<file path="config.mk">
export PLATFORM = sky130hd
export DESIGN_NAME = edge_replicated_box_blur_line
export DESIGN_NICKNAME = d
export VERILOG_FILES = /design/src/hdl/ebb_pkg.sv /design/src/hdl/ebb_cell.sv /design/src/hdl/ebb_scale.sv /design/src/hdl/edge_replicated_box_blur_line.sv
export SDC_FILE = /design/constraint.sdc
export NUM_CORES = 2
export LEC_CHECK = 0
export ABC_CLOCK_PERIOD_IN_PS = 8600
export BUFFER_PORTS_ARGS = -buffer_cell sky130_fd_sc_hd__buf_2
export CORE_MARGIN = 8
export CORE_UTILIZATION = 35
export CTS_CLUSTER_SIZE = 16
export DETAILED_ROUTE_END_ITERATION = 12
export RECOVER_POWER = 100
export SYNTH_ARGS = -nofsm -noshare
export SYNTH_HDL_FRONTEND = slang
export SYNTH_HIERARCHICAL = 1
export SYNTH_SLANG_ARGS = --single-unit
</file>
<file path="constraint.sdc">
create_clock -name clk -period 8.6 [get_ports clk]
set_input_delay 1.72 -clock clk [delete_from_list [all_inputs] [get_ports clk]]
set_output_delay 1.72 -clock clk [all_outputs]
set_load 0.02 [all_outputs]
</file>
<file path="src/hdl/ebb_pkg.sv">
// Shared types, constants and reciprocal table for the edge-replicated box blur.
package ebb_pkg;

  localparam int RADIUS_MAX  = 15;
  localparam int LINE_MAX    = 4096;
  localparam int HIST_DEPTH  = 2 * RADIUS_MAX + 1;
  localparam int HIST_IDX_W  = $clog2(HIST_DEPTH);
  localparam int CH_W        = 8;
  localparam int RAD_W       = 4;
  localparam int LEN_W       = 13;
  localparam int POS_W       = 12;
  localparam int FAC_W       = RAD_W + 1;
  localparam int SUM_W       = $clog2(HIST_DEPTH * 255 + 1);
  localparam int RECIP_SHIFT = 18;
  localparam int RECIP_W     = RECIP_SHIFT + 1;
  localparam int PROD_W      = RECIP_W + SUM_W;
  localparam int CFG_IDX_W   = 1;
  localparam int CFG_DATA_W  = LEN_W;

  localparam logic [CFG_IDX_W-1:0] REG_RADIUS      = 1'd0;
  localparam logic [CFG_IDX_W-1:0] REG_LINE_LENGTH = 1'd1;

  localparam logic [RAD_W-1:0] RADIUS_RESET = 4'd1;
  localparam logic [LEN_W-1:0] LENGTH_RESET = 13'd1920;

  // ceil(2^18 / (2r+1)); exact floor division for sums below 2^13
  localparam logic [RECIP_W-1:0] RECIP [RADIUS_MAX+1] = '{
    19'd262144, 19'd87382, 19'd52429, 19'd37450,
    19'd29128,  19'd23832, 19'd20165, 19'd17477,
    19'd15421,  19'd13798, 19'd12484, 19'd11398,
    19'd10486,  19'd9710,  19'd9040,  19'd8457
  };

  typedef struct packed {
    logic [CH_W-1:0] in_red;
    logic [CH_W-1:0] in_green;
    logic [CH_W-1:0] in_blue;
  } ebb_in_t;

  typedef struct packed {
    logic [CH_W-1:0] out_red;
    logic [CH_W-1:0] out_green;
    logic [CH_W-1:0] out_blue;
    logic            line_end;
    logic            run_last;
  } ebb_out_t;

  typedef struct packed {
    logic [CH_W-1:0] red;
    logic [CH_W-1:0] green;
    logic [CH_W-1:0] blue;
  } pix_t;

  typedef struct packed {
    logic [SUM_W-1:0] red;
    logic [SUM_W-1:0] green;
    logic [SUM_W-1:0] blue;
  } sums_t;

  typedef struct packed {
    logic load;
    logic shift;
  } cell_ctl_t;

endpackage

</file>
<file path="src/hdl/ebb_cell.sv">
// One history cell: holds a pixel, shifts from its neighbor or loads the line's first pixel.
module ebb_cell (
  input  logic             clk,
  input  ebb_pkg::cell_ctl_t ctl,
  input  ebb_pkg::pix_t    load_pix,
  input  ebb_pkg::pix_t    prev_pix,
  output ebb_pkg::pix_t    pix
);
  import ebb_pkg::*;

  pix_t pix_r;

  always_ff @(posedge clk) begin
    if (ctl.load) begin
      pix_r <= load_pix;
    end else if (ctl.shift) begin
      pix_r <= prev_pix;
    end
  end

  assign pix = pix_r;

endmodule

</file>
<file path="src/hdl/ebb_scale.sv">
// Floor division of a channel sum by 2r+1 through a reciprocal multiply.
module ebb_scale (
  input  logic [ebb_pkg::SUM_W-1:0] sum,
  input  logic [ebb_pkg::RAD_W-1:0] rad,
  output logic [ebb_pkg::CH_W-1:0]  quot
);
  import ebb_pkg::*;

  logic [PROD_W-1:0] prod;

  assign prod = PROD_W'(sum) * PROD_W'(RECIP[rad]);
  assign quot = prod[RECIP_SHIFT +: CH_W];

endmodule

</file>
<file path="src/hdl/edge_replicated_box_blur_line.sv">
// Top level: edge-replicated horizontal box blur of RGB lines.
//
//  channel | ports                       | moves
//  --------+-----------------------------+------------------------------------
//  input   | in_valid, in_stall, in_data | one pixel per request
//  output  | out_valid, out_stall, out_data | one blurred pixel per request
//  config  | cfg_we, cfg_index, cfg_data | radius / line_length writes
//
// One pixel is taken per cycle unless in_stall is high; the last pixel of a line starts
// r tail steps (r = effective radius) in which the input stalls while the row of cells
// replays the last pixel. Each result passes the m stage and the output register.
// The 31 history cells, running sums and payload stages have no reset; synchronous reset
// clears position, tail count and valids and sets the config and per-line registers to
// radius 1, length 1920. out_stall holds the pipeline and backs up into in_stall.
module edge_replicated_box_blur_line (
  input  logic                          clk,
  input  logic                          rst_n,
  input  logic                          in_valid,
  output logic                          in_stall,
  input  ebb_pkg::ebb_in_t              in_data,
  output logic                          out_valid,
  input  logic                          out_stall,
  output ebb_pkg::ebb_out_t             out_data,
  input  logic                          cfg_we,
  input  logic [ebb_pkg::CFG_IDX_W-1:0] cfg_index,
  input  logic [ebb_pkg::CFG_DATA_W-1:0] cfg_data
);
  import ebb_pkg::*;

  logic [RAD_W-1:0] cfg_radius_r;
  logic [LEN_W-1:0] cfg_len_r;
  logic [POS_W-1:0] pos_r, pos_nxt;
  logic [LEN_W-1:0] cur_len_r;
  logic [RAD_W-1:0] cur_rad_r;
  logic [RAD_W-1:0] tail_r, tail_nxt;
  sums_t            sum_r, sum_nxt;

  logic             m_valid_r;
  sums_t            m_sum_r;
  logic [RAD_W-1:0] m_rad_r;
  logic             m_line_end_r, m_run_last_r;

  logic             out_valid_r;
  ebb_out_t         out_data_r;

  logic out_free, m_free, tail_busy, in_take, tail_step, front_step;
  logic line_start, is_last, emit, emit_line_end, emit_run_last;
  logic [LEN_W-1:0] len_clamp, len_eff;
  logic [POS_W-1:0] half_len;
  logic [RAD_W-1:0] rad_cap, rad_new, rad_eff;
  logic [FAC_W-1:0] fac;
  pix_t             front_pix, leave_pix;
  pix_t             cell_q [HIST_DEPTH];
  cell_ctl_t        cell_ctl;
  logic [CH_W-1:0]  q_red, q_green, q_blue;

  // handshake
  assign out_free   = !out_valid_r || !out_stall;
  assign m_free     = !m_valid_r || out_free;
  assign tail_busy  = (tail_r != '0);
  assign in_stall   = tail_busy || !m_free;
  assign in_take    = in_valid && !in_stall;
  assign tail_step  = tail_busy && m_free;
  assign front_step = in_take || tail_step;
  assign line_start = (pos_r == '0) && !tail_busy;

  // per-line parameters
  always_comb begin
    if (cfg_len_r == '0) begin
      len_clamp = LEN_W'(1);
    end else if (cfg_len_r > LEN_W'(LINE_MAX)) begin
      len_clamp = LEN_W'(LINE_MAX);
    end else begin
      len_clamp = cfg_len_r;
    end
    half_len = POS_W'((len_clamp - LEN_W'(1)) >> 1);
    rad_cap  = (cfg_radius_r > RAD_W'(RADIUS_MAX)) ? RAD_W'(RADIUS_MAX) : cfg_radius_r;
    rad_new  = (POS_W'(rad_cap) > half_len) ? half_len[RAD_W-1:0] : rad_cap;
  end

  assign len_eff = line_start ? len_clamp : cur_len_r;
  assign rad_eff = line_start ? rad_new : cur_rad_r;
  assign fac     = {rad_eff, 1'b1};
  assign is_last = (LEN_W'(pos_r) + LEN_W'(1)) >= len_eff;

  assign front_pix = in_take ? pix_t'(in_data) : cell_q[0];
  assign leave_pix = cell_q[HIST_IDX_W'({rad_eff, 1'b0})];

  // running window sums
  always_comb begin
    if (line_start) begin
      sum_nxt.red   = SUM_W'(SUM_W'(fac) * SUM_W'(front_pix.red));
      sum_nxt.green = SUM_W'(SUM_W'(fac) * SUM_W'(front_pix.green));
      sum_nxt.blue  = SUM_W'(SUM_W'(fac) * SUM_W'(front_pix.blue));
    end else begin
      sum_nxt.red   = sum_r.red + SUM_W'(front_pix.red) - SUM_W'(leave_pix.red);
      sum_nxt.green = sum_r.green + SUM_W'(front_pix.green) - SUM_W'(leave_pix.green);
      sum_nxt.blue  = sum_r.blue + SUM_W'(front_pix.blue) - SUM_W'(leave_pix.blue);
    end
  end

  always_comb begin
    if (in_take) begin
      emit          = (pos_r >= POS_W'(rad_eff));
      emit_line_end = is_last && (rad_eff == '0);
      emit_run_last = !is_last || (rad_eff == '0);
    end else begin
      emit          = tail_step;
      emit_line_end = (tail_r == RAD_W'(1));
      emit_run_last = (tail_r == RAD_W'(1));
    end
  end

  always_comb begin
    pos_nxt  = pos_r;
    tail_nxt = tail_r;
    if (in_take) begin
      pos_nxt = is_last ? '0 : pos_r + POS_W'(1);
      if (is_last) begin
        tail_nxt = rad_eff;
      end
    end else if (tail_step) begin
      tail_nxt = tail_r - RAD_W'(1);
    end
  end

  // row of history cells
  assign cell_ctl.load  = in_take && line_start;
  assign cell_ctl.shift = front_step && !cell_ctl.load;

  for (genvar i = 0; i < HIST_DEPTH; i++) begin : g_cell
    ebb_cell u_cell (
      .clk      (clk),
      .ctl      (cell_ctl),
      .load_pix (front_pix),
      .prev_pix ((i == 0) ? front_pix : cell_q[(i == 0) ? 0 : i - 1]),
      .pix      (cell_q[i])
    );
  end

  // control registers
  always_ff @(posedge clk) begin
    if (!rst_n) begin
      cfg_radius_r <= RADIUS_RESET;
      cfg_len_r    <= LENGTH_RESET;
      pos_r        <= '0;
      tail_r       <= '0;
      cur_len_r    <= LENGTH_RESET;
      cur_rad_r    <= RADIUS_RESET;
      m_valid_r    <= 1'b0;
      out_valid_r  <= 1'b0;
    end else begin
      if (cfg_we) begin
        unique case (cfg_index)
          REG_RADIUS:      cfg_radius_r <= cfg_data[RAD_W-1:0];
          REG_LINE_LENGTH: cfg_len_r    <= cfg_data[LEN_W-1:0];
          default: ;
        endcase
      end
      pos_r  <= pos_nxt;
      tail_r <= tail_nxt;
      if (in_take && line_start) begin
        cur_len_r <= len_clamp;
        cur_rad_r <= rad_new;
      end
      if (m_free) begin
        m_valid_r <= front_step && emit;
      end
      if (out_free) begin
        out_valid_r <= m_valid_r;
      end
    end
  end

  // payload registers
  always_ff @(posedge clk) begin
    if (front_step) begin
      sum_r <= sum_nxt;
    end
    if (m_free) begin
      m_sum_r      <= sum_nxt;
      m_rad_r      <= rad_eff;
      m_line_end_r <= emit_line_end;
      m_run_last_r <= emit_run_last;
    end
    if (out_free) begin
      out_data_r.out_red   <= q_red;
      out_data_r.out_green <= q_green;
      out_data_r.out_blue  <= q_blue;
      out_data_r.line_end  <= m_line_end_r;
      out_data_r.run_last  <= m_run_last_r;
    end
  end

  ebb_scale u_scale_red   (.sum(m_sum_r.red),   .rad(m_rad_r), .quot(q_red));
  ebb_scale u_scale_green (.sum(m_sum_r.green), .rad(m_rad_r), .quot(q_green));
  ebb_scale u_scale_blue  (.sum(m_sum_r.blue),  .rad(m_rad_r), .quot(q_blue));

  assign out_valid = out_valid_r;
  assign out_data  = out_data_r;

endmodule
</file>
==> results by group <==
Routing
  • Detailed Route Iter0 Violations: 2965
  • ANT nets after route: 0
  • DR WL/cell: approximately 20 um
  • 1st-pass router iterations: 6
  • Total wire length: roughly 170000 um
  • Vias per cell: about 5
  • Residual DRC: 0
  • Via count: 42695

STA
  • Final Hold Fails: 0
  • Max Slew Vio Count: 161
  • Peak Freq: around 120 MHz
  • RSZ-0062 raised after global routing: no
  • Worst Tran Pin Value: about 2.8 ns
  • Tmin final: approximately 8.1 ns
  • WHS: ~0.43 ns
  • Max_slew headroom: -0.837
  • Clock Skew: about 0.074 ns
  • # setup viols final: 0
  • Fin Setup TNS: 0 ns
  • Period utilisation layout: 0.939

Worst setup path
  • CP endpoint kind: register
  • Cell Chain, Critical Path: clkbuf_1, nand3_1, clkbuf_1, nand2_1, nor2_1, nand2b_1, clkbuf_1, inv_8, clkbuf_1, buf_8, mux2_2
  • Family with the most delay on the worst path: buffers and inverters
  • WP data required: 9.06 ns
  • Setup CP Type: in2reg
  • Most used cell, CP: clkbuf_1
  • CP Data Arrival Time: approximately 8.5 ns
  • Startpoint Class: input pin
  • Crit-path max FO: ~110
  • Biggest cell delay along the critical path: between 1.5 and 2 ns
  • Crit-path slowest cell: clkbuf_1
  • CP Buf/Inv Count: 6

Global route
  • Number of global-route vias before repair: between 40000 and 50000
  • Largest net degree at the start of global routing: 146
  • First-pass GRT wire length: 268000 um
  • Initial antenna violation count: 11
  • Total grt overflow: 0
  • Global Route Usage Sum: 0.154

Min path
  • Hold/Removal Path Class: reg2reg

Logic synthesis
  • Synth Area in Simple Gates: 0.0868
  • Synth Area in XOR/XNOR: 0.0152
  • YS warnings: 6
  • Post-Syn Nets: around 6700
  • Register area share after synthesis: 0.374
  • Mapped Cells: around 5800
  • Synth Area in Adders: 0.218
  • Largest family of logic cells by synthesized area: adder cells
  • Post-synth ARST share: 0
  • Yosys cell types: 86
  • Synthesized area per cell: between 10 and 15 sq um
  • Cell Area, Synth: approximately 71000 sq um
  • EDFF count, synth: between 800 and 900
  • Synth Flop Type: edfxtp_1
  • Synth Area in Compound Gates: 0.0461
  • Post-synthesis mux area share: 0.183
  • Number of synthesized register bits: roughly 910

Status
  • Status: finished, violations left
  • Failing checks: capacitance limit, slew limit

Clock tree
  • CTS tree: done
  • Clock root cell: clkbuf_16
  • Clock transition at path regs: roughly 0.060 ns
  • Htree depth: 3
  • Clk_lat worst skew: roughly 0.75 ns
  • CTS buffer count: 98
  • Clock buffer depth: 3
  • Sink Count: between 900 and 1000

Die
  • Io pins: roughly 70
  • Num rows: 165
  • Die area: ~220000 sq um
  • Core Area: slightly above 200000 sq um
  • DIE WIDTH: 467 um
  • Die H: roughly 470 um
  • Initial Util: 0.353

Placed design
  • HPWL after DPL: approximately 120000 um
  • Global placement routability congestion: 0.871
  • Port Buffers: 70
  • Placed Instances: between 8000 and 9000

Finish
  • Final nets: a little under 7000
  • Share of cells above drive strength 1: 0.0914
  • Commonest non-fill, non-tap cells in the layout: 854 x edfxtp_1, 788 x inv_1, 573 x fa_1
  • Fillers: about 20000
  • Final std cells w/o fill: 8551
  • Area grow syn2layout: 4.68%
  • Most common cell after layout, fill and taps aside: edfxtp_1

Job
  • Max Cap Viol: 5
## path summary, 6_finish.rpt
| kind | start | endpoint | slack (ns) | cells past startpoint |
|---|---|---|---|---|
| setup / recovery | out_stall | g_cell[7].u_cell/pix[16]$_DFFE_PP_ | 0.53 | 11 |
| hold / removal | m_line_end_r$_DFFE_PN_ | out_data[1]$_DFFE_PP_ | 0.43 | 0 |
| setup reg to reg | cfg_len_r[7]$_SDFFE_PN1P_ | sum_r[11]$_DFFE_PP_ | 0.56 | 30 |
| hold reg to reg | m_line_end_r$_DFFE_PN_ | out_data[1]$_DFFE_PP_ | 0.43 | 0 |
## metrics by stage
| stage | instance area (sq um) | worst slack (ns) | util |
|---|---|---|---|
| 2_1_floorplan | 71300 | 0.452 | - |
| 5_1_grt | 74700 | 0.0128 | 0.369 |
| 4_1_cts | 77000 | 0.407 | 0.380 |
| 6_report | 74700 | 0.525 | 0.369 |
| 3_5_place_dp | 73800 | 0.445 | 0.365 |
| 3_3_place_gp | 73800 | 0.613 | 0.365 |
## synthesized netlist by cell type, types with 23 or more instances
cell type	n	area (sq um)
a21boi_0	23	173
a21oi_1	151	756
and2_1	296	1850
and3_1	38	238
buf_12	62	1240
buf_2	25	125
buf_6	41	462
clkbuf_1	140	526
dfxtp_1	52	1040
edfxtp_1	854	25600
fa_1	573	11500
ha_1	325	4070
inv_1	789	2960
mux2_2	157	1770
mux2_4	589	8840
mux2i_1	236	2360
nand2_1	503	1890
nand3_1	52	260
nor2_1	175	657
nor2b_1	40	250
nor3_1	23	115
nor4_1	27	169
o21ai_0	72	360
o22ai_1	106	663
or2_1	32	200
xnor2_1	82	718
xor2_1	42	368
## final cells by class
cell class,instances,area [sq um],area share
Clock inverter,67,622,0.00833
Clock buffer,116,2520,0.0337
Antenna cell,2,5.00,0.0000670
Sequential cell,906,26700,0.357
Timing Repair Buffer,217,1470,0.0197
Multi-Input combinational cell,3776,37000,0.496
Inverter,795,2990,0.0401
Tap cell,2672,3340,0.0448
## metal layers
metal,global-route usage,vias to the layer above,share of wire
met2,0.248,906,0.46
li1,-,19685,-
met1,0.221,21922,0.48
met5,0,-,0
met4,0.0327,0,0.020
met3,0.0201,182,0.043
## worst reg2reg max path, delay by kind of cell, from the launching register on
| kind | cells | cell delay, ns |
|---|---|---|
| AOI/OAI and AO/OA | 11 | 2.16 |
| xor gates and xnor gates | 1 | 0.19 |
| adders and majority gates | 4 | 1.45 |
| buffers and inverters | 5 | 0.85 |
| DFF | 1 | 0.31 |
| muxes | 4 | 0.80 |
| and+or+nand+nor | 5 | 1.98 |
## sequential cells by signal, indices dropped and copies added (netlist names), 4 cells and up
register and flops:
tail_r 4, pos_r 12, cfg_radius_r 4, m_sum_r 39, sum_r 39, cur_rad_r 4, m_rad_r 4, cfg_len_r 13
cur_len_r 13, g_cell.u_cell/pix 744, out_data 26
## what timing repair did
item	CTS	global route
resized for setup	0	7
setup endpoints to repair	0	25
buffers inserted	0	1
hold buffers	0	0
## logic make-up after synthesis
family,after synthesis
DFF,906
and+or+nand+nor,1262
muxes,986
adders and majority gates,898
AOI/OAI and AO/OA,506
xor gates and xnor gates,124
buffers and inverters,1089
Power is not shown: default switching activity piles up to over one toggle a cycle in this logic, so the estimate is an artifact.
